--- config.mk ---
export PLATFORM = sky130hd
export DESIGN_NAME = line_protection_trip_monitor
export DESIGN_NICKNAME = d
export VERILOG_FILES = /design/src/design/lptm_pkg.sv /design/src/design/line_protection_trip_monitor.sv /design/src/design/lptm_eval.sv
export SDC_FILE = /design/constraint.sdc
export NUM_CORES = 1
export LEC_CHECK = 0
export BUFFER_PORTS_ARGS = -buffer_cell sky130_fd_sc_hd__clkbuf_2
export CAP_MARGIN = 30
export CORE_MARGIN = 2
export CORE_UTILIZATION = 45
export CTS_CLUSTER_SIZE = 16
export DETAILED_ROUTE_END_ITERATION = 7
export GPL_TIMING_DRIVEN = 0
export SYNTH_ARGS = -nofsm -noshare
export SYNTH_HDL_FRONTEND = slang
export SYNTH_HIERARCHICAL = 1
export SYNTH_SLANG_ARGS = --single-unit
--- constraint.sdc ---
create_clock -name clk -period 15.6 [get_ports clk]
set_input_delay 2.34 -clock clk [delete_from_list [all_inputs] [get_ports clk]]
set_output_delay 2.34 -clock clk [all_outputs]
set_load 0.01 [all_outputs]
--- src/design/lptm_pkg.sv ---
package lptm_pkg;

  // Register indexes on the configuration port
  localparam logic [2:0] REG_OVER_VOLTAGE  = 3'd0;
  localparam logic [2:0] REG_UNDER_VOLTAGE = 3'd1;
  localparam logic [2:0] REG_OVER_CURRENT  = 3'd2;
  localparam logic [2:0] REG_OVER_POWER    = 3'd3;
  localparam logic [2:0] REG_VOLTAGE_BAND  = 3'd4;
  localparam logic [2:0] REG_CURRENT_BAND  = 3'd5;
  localparam logic [2:0] REG_POWER_BAND    = 3'd6;
  localparam logic [2:0] REG_VOLTAGE_FLOOR = 3'd7;

  localparam int unsigned CFG_INDEX_W = 3;
  localparam int unsigned CFG_DATA_W  = 20;

  localparam logic [15:0] VOLTAGE_BAND_RST  = 16'd500;
  localparam logic [15:0] CURRENT_BAND_RST  = 16'd100;
  localparam logic [19:0] POWER_BAND_RST    = 20'd100;
  localparam logic [15:0] VOLTAGE_FLOOR_RST = 16'd5000;

  // Minimum time a trip is held, seconds
  localparam logic [31:0] RECOVER_SECONDS = 32'd10;

  typedef enum logic [2:0] {
    ALARM_OK           = 3'd0,
    ALARM_OVER_VOLTAGE = 3'd1,
    ALARM_UNDER_VOLTAGE = 3'd2,
    ALARM_OVER_CURRENT = 3'd3,
    ALARM_OVER_POWER   = 3'd4
  } alarm_t;

  typedef struct packed {
    logic [15:0] over_voltage_limit;
    logic [15:0] under_voltage_limit;
    logic [15:0] over_current_limit;
    logic [19:0] over_power_limit;
    logic [15:0] voltage_band;
    logic [15:0] current_band;
    logic [19:0] power_band;
    logic [15:0] voltage_floor;
  } cfg_t;

  typedef struct packed {
    logic [15:0]        voltage_cv;
    logic [15:0]        current_ma;
    logic signed [20:0] power_dw;
    logic [31:0]        now_seconds;
  } meas_t;

  typedef struct packed {
    logic        is_tripped;
    alarm_t      active_alarm;
    logic [31:0] trip_time;
  } trip_state_t;

  typedef struct packed {
    alarm_t alarm_code;
    logic   trip_event;
    logic   clear_event;
  } result_t;

endpackage

--- src/design/line_protection_trip_monitor.sv ---
// Channel   Direction  Payload (lowest bit first)                     Rate
// s_*       in         voltage_cv, current_ma, power_dw, now_seconds  1 per cycle while s_tready
// m_*       out        alarm_code, trip_event, clear_event            1 per input
// cfg_*     in         register index, write data                    any idle cycle
//
// Each transaction is taken into an input register, evaluated against the trip
// state in one pass of comparators and one 32-bit time subtract, and lands in
// the result register when the result side advances; a new transaction can enter
// every cycle unless m_tready stalls. The trip state is updated on the same edge
// as the result, so the next transaction sees it at once. rst is synchronous and
// clears trip state, valid flags and config registers to defaults. An m_tready
// stall holds the result; intake stops only once input and result regs are full.
module line_protection_trip_monitor import lptm_pkg::*; (
  input  logic                   clk,
  input  logic                   rst,
  input  logic                   s_tvalid,
  output logic                   s_tready,
  // [15:0] voltage_cv, [31:16] current_ma, [52:32] power_dw,
  // [84:53] now_seconds, [87:85] zero
  input  logic [87:0]            s_tdata,
  output logic                   m_tvalid,
  input  logic                   m_tready,
  // [2:0] alarm_code, [3] trip_event, [4] clear_event, [7:5] zero
  output logic [7:0]             m_tdata,
  input  logic                   cfg_we,
  input  logic [CFG_INDEX_W-1:0] cfg_index,
  input  logic [CFG_DATA_W-1:0]  cfg_data
);

  cfg_t        cfg;
  trip_state_t state;
  trip_state_t state_next;
  meas_t       in_meas;
  logic        in_valid;
  result_t     out_result;
  result_t     result_next;
  logic        out_valid;
  logic        advance;

  // Move the input register on whenever the result register is free or draining
  assign advance  = !out_valid || m_tready;
  assign s_tready = !in_valid || advance;

  // Configuration registers: mask each write to its register width
  always_ff @(posedge clk) begin
    if (rst) begin
      cfg.over_voltage_limit  <= '0;
      cfg.under_voltage_limit <= '0;
      cfg.over_current_limit  <= '0;
      cfg.over_power_limit    <= '0;
      cfg.voltage_band        <= VOLTAGE_BAND_RST;
      cfg.current_band        <= CURRENT_BAND_RST;
      cfg.power_band          <= POWER_BAND_RST;
      cfg.voltage_floor       <= VOLTAGE_FLOOR_RST;
    end else if (cfg_we) begin
      unique case (cfg_index)
        REG_OVER_VOLTAGE:  cfg.over_voltage_limit  <= cfg_data[15:0];
        REG_UNDER_VOLTAGE: cfg.under_voltage_limit <= cfg_data[15:0];
        REG_OVER_CURRENT:  cfg.over_current_limit  <= cfg_data[15:0];
        REG_OVER_POWER:    cfg.over_power_limit    <= cfg_data;
        REG_VOLTAGE_BAND:  cfg.voltage_band        <= cfg_data[15:0];
        REG_CURRENT_BAND:  cfg.current_band        <= cfg_data[15:0];
        REG_POWER_BAND:    cfg.power_band          <= cfg_data;
        REG_VOLTAGE_FLOOR: cfg.voltage_floor       <= cfg_data[15:0];
        default: ;
      endcase
    end
  end

  // Input register: hold while the result side is stalled
  always_ff @(posedge clk) begin
    if (rst) begin
      in_valid <= 1'b0;
    end else if (s_tready) begin
      in_valid <= s_tvalid;
    end
  end

  always_ff @(posedge clk) begin
    if (s_tvalid && s_tready) begin
      in_meas.voltage_cv  <= s_tdata[15:0];
      in_meas.current_ma  <= s_tdata[31:16];
      in_meas.power_dw    <= signed'(s_tdata[52:32]);
      in_meas.now_seconds <= s_tdata[84:53];
    end
  end

  lptm_eval u_eval (
    .cfg        (cfg),
    .state      (state),
    .meas       (in_meas),
    .state_next (state_next),
    .result     (result_next)
  );

  // Trip state and result register advance together, once per transaction
  always_ff @(posedge clk) begin
    if (rst) begin
      state.is_tripped   <= 1'b0;
      state.active_alarm <= ALARM_OK;
      state.trip_time    <= '0;
      out_valid          <= 1'b0;
    end else if (advance) begin
      out_valid <= in_valid;
      if (in_valid) begin
        state <= state_next;
      end
    end
  end

  always_ff @(posedge clk) begin
    if (advance && in_valid) begin
      out_result <= result_next;
    end
  end

  assign m_tvalid = out_valid;
  assign m_tdata  = {3'b000, out_result.clear_event, out_result.trip_event,
                     out_result.alarm_code};

endmodule

--- src/design/lptm_eval.sv ---
module lptm_eval import lptm_pkg::*; (
  input  cfg_t        cfg,
  input  trip_state_t state,
  input  meas_t       meas,
  output trip_state_t state_next,
  output result_t     result
);

  // Widened signed views so a limit minus its band cannot wrap
  logic signed [17:0] volt_s;
  logic signed [17:0] curr_s;
  logic signed [21:0] power_s;
  logic signed [17:0] ov_clear;
  logic signed [17:0] oc_clear;
  logic signed [21:0] op_limit_s;
  logic signed [21:0] op_clear;
  logic [16:0]        uv_clear;
  logic [31:0]        elapsed;
  logic               trip_ov;
  logic               trip_oc;
  logic               trip_op;
  logic               trip_uv;
  logic               gone;
  alarm_t             new_alarm;

  assign volt_s     = signed'({2'b00, meas.voltage_cv});
  assign curr_s     = signed'({2'b00, meas.current_ma});
  assign power_s    = {meas.power_dw[20], meas.power_dw};
  assign ov_clear   = signed'({2'b00, cfg.over_voltage_limit}) -
                      signed'({2'b00, cfg.voltage_band});
  assign oc_clear   = signed'({2'b00, cfg.over_current_limit}) -
                      signed'({2'b00, cfg.current_band});
  assign op_limit_s = signed'({2'b00, cfg.over_power_limit});
  assign op_clear   = op_limit_s - signed'({2'b00, cfg.power_band});
  assign uv_clear   = {1'b0, cfg.under_voltage_limit} + {1'b0, cfg.voltage_band};
  assign elapsed    = meas.now_seconds - state.trip_time;

  assign trip_ov = (cfg.over_voltage_limit != '0) &&
                   (meas.voltage_cv > cfg.over_voltage_limit);
  assign trip_oc = (cfg.over_current_limit != '0) &&
                   (meas.current_ma > cfg.over_current_limit);
  assign trip_op = (cfg.over_power_limit != '0) && (power_s > op_limit_s);
  assign trip_uv = (cfg.under_voltage_limit != '0) &&
                   (meas.voltage_cv < cfg.under_voltage_limit) &&
                   (meas.voltage_cv > cfg.voltage_floor);

  always_comb begin
    priority if (trip_ov) begin
      new_alarm = ALARM_OVER_VOLTAGE;
    end else if (trip_oc) begin
      new_alarm = ALARM_OVER_CURRENT;
    end else if (trip_op) begin
      new_alarm = ALARM_OVER_POWER;
    end else if (trip_uv) begin
      new_alarm = ALARM_UNDER_VOLTAGE;
    end else begin
      new_alarm = ALARM_OK;
    end
  end

  always_comb begin
    unique case (state.active_alarm)
      ALARM_OVER_VOLTAGE: begin
        gone = (cfg.over_voltage_limit == '0) || (volt_s < ov_clear);
      end
      ALARM_UNDER_VOLTAGE: begin
        gone = (cfg.under_voltage_limit == '0) || ({1'b0, meas.voltage_cv} > uv_clear);
      end
      ALARM_OVER_CURRENT: begin
        gone = (cfg.over_current_limit == '0) || (curr_s < oc_clear);
      end
      ALARM_OVER_POWER: begin
        gone = (cfg.over_power_limit == '0) || (power_s < op_clear);
      end
      default: begin
        gone = 1'b1;
      end
    endcase
  end

  always_comb begin
    state_next         = state;
    result.trip_event  = 1'b0;
    result.clear_event = 1'b0;
    if (!state.is_tripped) begin
      if (new_alarm != ALARM_OK) begin
        state_next.is_tripped   = 1'b1;
        state_next.active_alarm = new_alarm;
        state_next.trip_time    = meas.now_seconds;
        result.trip_event       = 1'b1;
      end
    end else if (gone && (elapsed >= RECOVER_SECONDS)) begin
      state_next.is_tripped   = 1'b0;
      state_next.active_alarm = ALARM_OK;
      result.clear_event      = 1'b1;
    end
    result.alarm_code = state_next.active_alarm;
  end

endmodule
== Yosys cells after proc, flatten, opt, wreduce, memory -nomap -nowiden ==
Index checks and enable logic that the tools add are counted.
W data, S select, Z words.

* Shifts and indexed selects: 0
* Equality and inequality tests: 11
* Bitwise logic cells: 1
* Multiplexer cells: 10
* $mul: 0
* Reductions and logical operators: 36
* Magnitude comparators: 10
* Divide/modulo/power cells: 0
* Add/subtract/negate cells: 5

{| class="wikitable"
|+ Operator list
! kind !! number
|-
| $gt A16 B16 Y1 || 3
|-
| $logic_not A16 Y1 || 3
|-
| $reduce_bool A16 Y1 || 3
|-
| $lt A17 B18 Y1 || 2
|-
| $mux W36 || 1
|-
| $sub A16 B16 Y17 || 2
|-
| $ge A32 B4 Y1 const B || 1
|-
| $sub A32 B32 Y32 || 1
|-
| $gt A21 B21 Y1 || 1
|-
| $lt A21 B21 Y1 || 1
|-
| $sub A20 B20 Y21 || 1
|-
| $logic_not A20 Y1 || 1
|-
| $reduce_bool A20 Y1 || 1
|-
| $reduce_and A2 Y1 || 9
|-
| $add A16 B16 Y17 || 1
|-
| $gt A16 B17 Y1 || 1
|-
| $lt A16 B16 Y1 || 1
|-
| $eq A3 B3 Y1 const B || 5
|-
| $eq A3 B2 Y1 const B || 4
|-
| $mux W3 || 3
|-
| $logic_and A1 B1 Y1 || 8
|-
| $mux W4 || 2
|-
| $eq A3 B1 Y1 const B || 2
|-
| $logic_or A1 B1 Y1 || 6
|-
| other kinds (8) || 10
|}

* Logic and storage cells: 93
* Register bits after elaboration: 264
* Output and inout port bits: 10
* Bits of input ports: 116
* Memories: 0
* RAM bits: 0
* Latch bits: 0
* Memory bits (read-only): 0

== Longest topological paths before layout ==
Gate-level depths: netlist of run 1.

* Depth after elaboration: 10
* Mapped depth: 26
* Depth with buffers taken out: 25

== Cells and area by module ==
The synthesis of run 1 kept the hierarchy.

{| class="wikitable"
|+ By module, submodules not included
! module !! area an instance (µm²) !! sequential area each (µm²) !! cells each !! times used
|-
| lptm_eval || 9435.3 || 0.0 || 1285 || 1
|-
| line_protection_trip_monitor || 9316.4 || 6185.9 || 871 || 1
|}

== Worst setup path after synthesis of run 1 ==
Ideal clock, no wire load.

* Path kind: in2reg
* Start: input m_tready
* End: register in_meas[0] (netlist name) (enable)
* Setup time: 0.556 ns
* Buffers on the path: 0
* Arrival: 6.546 ns
* Stages: 2
* Required time: 15.044 ns
* Path slack: 8.498 ns
* Cell sequence: nor2b_1 > a21oi_1

* Word-level cells in the longest chain between the ends: 3

{| class="wikitable"
|+ Ends and longest elaborated chain
! what !! line !! RTL
|-
| start, declared || line_protection_trip_monitor.sv:22 || <nowiki>input logic m_tready,</nowiki>
|-
| $logic_or A1 B1 Y1 || line_protection_trip_monitor.sv:41 || <nowiki>assign advance = !out_valid || m_tready;</nowiki>
|-
| $logic_or A1 B1 Y1 || line_protection_trip_monitor.sv:42 || <nowiki>assign s_tready = !in_valid || advance;</nowiki>
|-
| $logic_and A1 B1 Y1 || line_protection_trip_monitor.sv:80 || <nowiki>if (s_tvalid && s_tready) begin</nowiki>
|-
| end, declared || line_protection_trip_monitor.sv:33 || <nowiki>meas_t in_meas;</nowiki>
|}

Every way passes these cells.
A chain may end at the register's enable or synchronous reset.

==> impl_results.md, run 1 <==
* Outcome: complete, no violations
* WL per Instance at 18.89 um
* EDFF count, synth at 90
* Gate power share at 21.0%
* Synth area leaders: dfxtp_1 (19%), ha_1 (17%), edfxtp_1 (14%)
* Kind of end point of the critical path: flip-flop
* Clk_lat worst skew at 0.56 ns
* GPL Wtd Cong at 0.8742
* Post-synthesis mux area share at 4.124%
* Rows at 74
* WP data arrival at 6.21 ns
* Fmax at 0.1725 GHz
* Worst slew pin tran at 1.035 ns
* NetSw at 0.5753 mW
* Root buf cell: clkbuf_16
* Area grow syn2layout at 12.61%
* Final period utilization at 37.16%
* Count of final max-slew check failures at 0
* Critical path type: flip-flop to flip-flop
* Pin count of the biggest net entering global routing at 28
* Final nets at 2673
* Vias per cell at 5.568
* Fraction of layout cells with a size suffix above 1 at 12.98%
* Worst EP required at 16.01 ns
* Clock skew at 0.02291 ns
* Int Pwr at 1.371 mW
* Die Area at 0.04332 mm2
* Cell area after synthesis at 0.01875 mm2
* CTS tree: yes
* Placed cells at 2800
* DRT Pass-1 Iters at 5
* Cts hold-fix bufs at 0
* CTS sink count at 264
* Tmin final at 5.798 ns
* Seq/Total Area, Yosys at 32.99%
* R2r setup slk at 9.80 ns
* Initial core utilization at 45.72%
* #FFs+latches synth at 264
* First-pass GRT wire length at 85280 um
* IO buf count at 107
* VDD IR max at 0.00007802 V
* Post-synth top area cell: dfxtp_1
* Post-Layout Cell Count at 2858
* Vias in the first global route at 16050
* Total clock buffers created by CTS at 34
* Vias post-DR at 15910
* Compound-Gate Fraction of Synth Area at 17.56%
* Startpoint Class: flip-flop
* Switching portion of total power at 29.56%
* Final wirelength at 53990 um
* Clk slew on worst S/H paths at 0.06 ns
* DRC viols at 0
* Synthesis Warnings at 6
* Total power draw at 1.946 mW
* Commonest cells post-synth: nand2_1 (303), ha_1 (248), a21oi_1 (240), inv_1 (206), dfxtp_1 (174)
* PwrDens at 92.16 mW/mm2
* Die W at 208.1 um
* Post-CTS sizing at 0
* Fin. Hold Viols at 0
* Initial antenna violation count at 1
* Unique masters post-synth at 106
* # setup viols final at 0
* Top-count cell post-synth: nand2_1
* # H-tree levels at 2
* Fillers at 3954
* Chip Height at 208.1 um
* Total Routing Usage GR at 24.84%
* Grt ovf at 0
* Clk network pwr share at 39.3%
* Asr flop ratio synth at 0%
* Clock buffer depth at 3
* Reg power frac at 39.7%
* Boundary pin count at 126
* Unrepaired setup endpoints after global routing: no
* Routed Antenna Nets at 0
* CP max FO at 4
* Total setup buffers inserted after CTS at 0
* DP HPWL at 42100 um
* Slew margin rel. at 30.81%
* Synth Area in Adders at 17.08%
* Worst hold path type: flip-flop to flip-flop
* Combinational family with the most area after synthesis: simple AND/OR/NAND/NOR gates
* Core area at 0.04102 mm2
* Max Cap Violations at 0
* Top cell type's share of synthesized area at 18.58%
* Leakage power at 8.667 nW
* Main synth FF type: dfxtp_1
* XOR/XNOR Fraction of Synth Area at 2.943%
* Syn Inst Count at 2156
* Final setup TNS at 0 ns
* Syn Area/Cell at 8.697 um2
* Simple-gate share of the synthesized area at 18.54%
* Initial DRC Count at 820
* Antenna diodes at 0
-- worst paths after layout --
path | startpoint | endpoint | cells past startpoint
max reg2reg | cfg[104]$_SDFFE_PP0P_ | state[32]$_SDFFE_PP0P_ | 23
max | cfg[104]$_SDFFE_PP0P_ | state[32]$_SDFFE_PP0P_ | 23
min | cfg[49]$_SDFFE_PP0P_ | cfg[49]$_SDFFE_PP0P_ | 2
min reg2reg | cfg[49]$_SDFFE_PP0P_ | cfg[49]$_SDFFE_PP0P_ | 2
-- cells by family (layout without fill, tap and decap cells) --
family / count (synthesis) / count (layout)
adders and majority gates: 253 / 253
and+or+nand+nor: 697 / 697
xor gates and xnor gates: 63 / 63
DFF: 264 / 264
AOI/OAI and AO/OA: 511 / 511
buffers and inverters: 294 / 462
muxes: 73 / 73
other: 1 / 3
-- layout make-up --
class | count | area [um2] | share of cell area (%)
Buffer | 87 | 488.0 | 2.311
Clock buffer | 50 | 1015 | 4.805
Clock inverter | 8 | 62.56 | 0.2963
Inverter | 207 | 777.0 | 3.680
Multi-Input combinational cell | 1600 | 11320 | 53.61
Sequential cell | 264 | 6186 | 29.29
Tap cell | 532 | 665.6 | 3.152
Timing Repair Buffer | 110 | 603.1 | 2.856
-- power groups by stage --
stage / clock network (mW) / logic (mW) / registers (mW)
floorplan: 0 / 0.296 / 0.775
global placement: 0 / 0.392 / 0.789
detailed placement: 0 / 0.406 / 0.787
CTS: 0.782 / 0.408 / 0.773
global route: 0.809 / 0.454 / 0.775
finish: 0.765 / 0.410 / 0.772
-- state kept, by name (all words and copies together), names as in the netlist --
register  flops
state        36
m_tvalid      1
in_meas      85
m_tdata       5
in_valid      1
cfg         136
-- metal layers --
layer / global-route usage (%) / vias up / wire length [um]
li1: - / 7902 / -
met1: 30.28 / 7557 / 23560
met2: 44.04 / 360 / 26180
met3: 4.694 / 93 / 2720
met4: 8.112 / 0 / 1531
met5: 0 / - / 0
-- worst max-delay path: stages, from the launching register on --
cell	delay, ns
dfxtp_1	0.38
ha_1	0.24
fa_1	0.43
a211o_1	0.31
a21oi_1	0.25
a211oi_1	0.15
o21ai_0	0.18
nand2b_1	0.10
a21o_1	0.18
a21oi_1	0.22
xnor2_1	0.10
ha_1	0.29
nand4_1	0.17
nor2_1	0.19
o21ai_0	0.13
o2111a_1	0.14
a2111oi_1	0.92
o32ai_1	0.29
nand3_2	0.17
o41ai_2	0.13
a311o_1	0.40
buf_4	0.14
nand2b_1	0.06
mux2i_1	0.07
-- cell usage in the layout (no fill, tap or decap), types with 7 or more instances in the layout --
master	synthesis	layout
a211o_1	7	7
clkbuf_16	0	37
mux2_2	33	33
inv_1	206	206
o211ai_1	17	17
o21a_1	20	20
nor2b_1	21	21
nor2_1	85	85
o21ai_0	58	58
a21oi_1	240	239
xnor2_1	34	34
and4_1	8	8
nor3_1	53	53
buf_4	17	17
a31oi_1	11	11
xor2_1	29	29
clkbuf_1	27	36
a211oi_1	12	12
nand2_1	303	303
buf_2	31	31
nand4_1	29	29
nand3_1	24	24
edfxtp_1	90	90
mux2i_1	39	39
a21o_1	51	51
nor4_1	21	21
and3_1	10	10
clkbuf_2	5	112
a21boi_0	9	9
buf_6	7	7
nand2b_1	90	90
ha_1	248	248
dfxtp_1	174	174
-- per-stage QoR --
stage / worst slack [ns] / hold WS, ns / utilization, % / cell area (um2)
2_1_floorplan: 8.498 / 0.4363 / - / 18760
3_3_place_gp: 6.006 / 0.4426 / 48.66 / 19960
3_5_place_dp: 9.978 / 0.4465 / 48.86 / 20040
4_1_cts: 9.935 / 0.4540 / 51.48 / 21120
5_1_grt: 9.517 / 0.4708 / 51.48 / 21120
6_report: 9.802 / 0.4569 / 51.48 / 21120
No activity file was read; power rests on OpenSTA's default activity.
==> inputs of run 2 (changes only) <==
clock period = 6.05 ns   (was 15.6 ns; I/O delays follow)
==> run 2 against run 1 <==
Effect of this change: sequential power increased to 2.6 times the previous value; sequential share of layout area hardly changed; final cell count is the same; total power increased to 2.6 times the previous value; global-route usage stayed put; flip-flop and latch count is the same; wire length fell by 0.11%; critical endpoint unchanged; count of clock-buffer cells in the layout unchanged; fmax is 5.6% higher; die area unchanged.
==> impl_results.md, run 2 (synthesis results as in run 1) <==
* DRT Pass-1 Iters at 5
* Initial DRC Count at 784
* Core area at 0.04102 mm2
* Total Routing Usage GR at 24.84%
* Routed Antenna Nets at 0
* Area grow syn2layout at 12.64%
* Int Pwr at 3.535 mW
* Worst EP required at 6.46 ns
* Clk network pwr share at 39.3%
* Finished Core Util at 51.49%
* Switching portion of total power at 29.52%
* First-pass GRT wire length at 85280 um
* Chip Height at 208.1 um
* Critical path type: flip-flop to flip-flop
* Leakage power at 8.668 nW
* Fraction of layout cells with a size suffix above 1 at 13.03%
* Slew margin rel. at 39.24%
* CTS sink count at 264
* Initial antenna violation count at 1
* Unrepaired setup endpoints after global routing: no
* Final nets at 2673
* Fin. Hold Viols at 0
* Vias per cell at 5.577
* # setup viols final at 0
* Crit path launch: cfg[68]$_SDFFE_PP0P_
* Clk_lat worst skew at 0.56 ns
* Outcome: complete, no violations
* DRC viols at 0
* CTS tree: yes
* Clock skew at 0.02230 ns
* PwrDens at 237.5 mW/mm2
* Initial core utilization at 45.72%
* Tmin final at 5.489 ns
* Clk slew on worst S/H paths at 0.06 ns
* Reg power frac at 39.7%
* DP HPWL at 42100 um
* Most frequent cells in the layout: nand2_1 (303), ha_1 (248), a21oi_1 (239), inv_1 (206), dfxtp_1 (174)
* Total clock buffers created by CTS at 34
* Boundary pin count at 126
* Reg with most FFs: cfg
* Count of final max-slew check failures at 0
* Worst slew pin tran at 0.9114 ns
* Kind of end point of the critical path: flip-flop
* Gate power share at 21.0%
* Most common cell after layout, fill and taps aside: nand2_1
* Root buf cell: clkbuf_16
* Reg-to-reg critical path startpoint: cfg[68]$_SDFFE_PP0P_
* Pin count of the biggest net entering global routing at 28
* Vias in the first global route at 16050
* Top Registers: cfg (136), in_meas (85), state (36)
* IO buf count at 107
* Die Area at 0.04332 mm2
* VDD IR max at 0.0002012 V
* Die W at 208.1 um
* Worst hold path type: flip-flop to flip-flop
* Total setup buffers inserted after CTS at 0
* GPL Wtd Cong at 0.8742
* Antenna diodes at 0
* WP data arrival at 5.90 ns
* CP max FO at 4
* Rows at 74
* Vias post-DR at 15940
* Clock buffer depth at 3
* NetSw at 1.481 mW
* Max Cap Violations at 0
* Max reg flops at 136
* Final period utilization at 90.72%
* Fmax at 0.1822 GHz
* WL per Instance at 18.87 um
* Hold slack at 0.4532 ns
* # H-tree levels at 2
* Final wirelength at 53930 um
* Hold Startpoint: cfg[45]$_SDFFE_PP0P_
* Startpoint Class: flip-flop
* Grt ovf at 0
## run 2: cell types whose count changed in the layout (fill, tap and decap cells not counted)
cell / delta
a2111oi_1: -1
a2111oi_2: +1
## run 2: routing by layer
metal / vias to the layer above / track usage (%) / part of all wire (%)
li1: 7908 / - / -
met1: 7582 / 30.28 / 43
met2: 346 / 44.04 / 48
met3: 102 / 4.694 / 5.1
met4: 0 / 8.112 / 3.1
met5: - / 0 / 0
## run 2: final cells by class
type	instances	area (um2)
fill	3956	19900
timing repair buffer	110	603.1
buffer	87	488.0
sequential	264	6186
inverter	207	777.0
tap	532	665.6
clock buffer	50	1015
clock inverter	8	62.56
multi-input combinational	1600	11320
## run 2: critical path, stage by stage, from the launching register on
cell and delay [ns]:
dfxtp_1 0.48, inv_1 0.08, ha_1 0.21, fa_1 0.40
nand2b_1 0.16, a21boi_0 0.22, o21ai_0 0.18, a21oi_1 0.20
o21ai_0 0.16, a21oi_1 0.18, o22a_1 0.22, a21o_1 0.14
a21oi_1 0.07, xor2_1 0.16, ha_1 0.30, a21o_1 0.18
a21o_1 0.16, a21oi_1 0.12, o21ai_0 0.11, a21oi_1 0.41
o32ai_1 0.25, nand3_2 0.16, o41ai_2 0.13, a311o_1 0.40
buf_4 0.14, nand2b_1 0.06, mux2i_1 0.07
## run 2: repair_timing
| action | 4_1_cts | 5_1_grt |
|---|---|---|
| hold buffers | 0 | 0 |
| hold endpoints to repair | 0 | 0 |
| resized for setup | 0 | 1 |
| endpoints found under the setup margin | 0 | 1 |
## run 2: stage by stage
stage	TNS [ns]	setup slack (ns)	cells	power [mW]	area [um2]
finish	0	0.5613	2858	5.016	21120
global route	0	0.1126	2858	5.259	21120
CTS	0	0.3852	2858	5.062	21120
detailed placement	0	0.4282	2800	3.076	20040
global placement	-178.25	-2.111	2797	3.046	19960
floorplan	0	0.3800	2158	2.763	18760
## run 2: final timing paths
| path | endpoint | depth (start not counted) | slack, ns |
|---|---|---|---|
| worst max-delay path | state[32]$_SDFFE_PP0P_ | 26 | 0.56 |
| worst min-delay path | cfg[45]$_SDFFE_PP0P_ | 2 | 0.45 |
| worst max register to register | state[32]$_SDFFE_PP0P_ | 26 | 0.56 |
| worst min register to register | cfg[45]$_SDFFE_PP0P_ | 2 | 0.45 |
## run 2: power by group through the flow
stage               sequential, mW  clock [mW]  combinational (mW)
floorplan                     2.00           0               0.764
global placement              2.03           0                1.01
detailed placement            2.03           0                1.05
CTS                           1.99        2.02                1.05
global route                  2.00        2.09                1.17
finish                        1.99        1.97                1.06
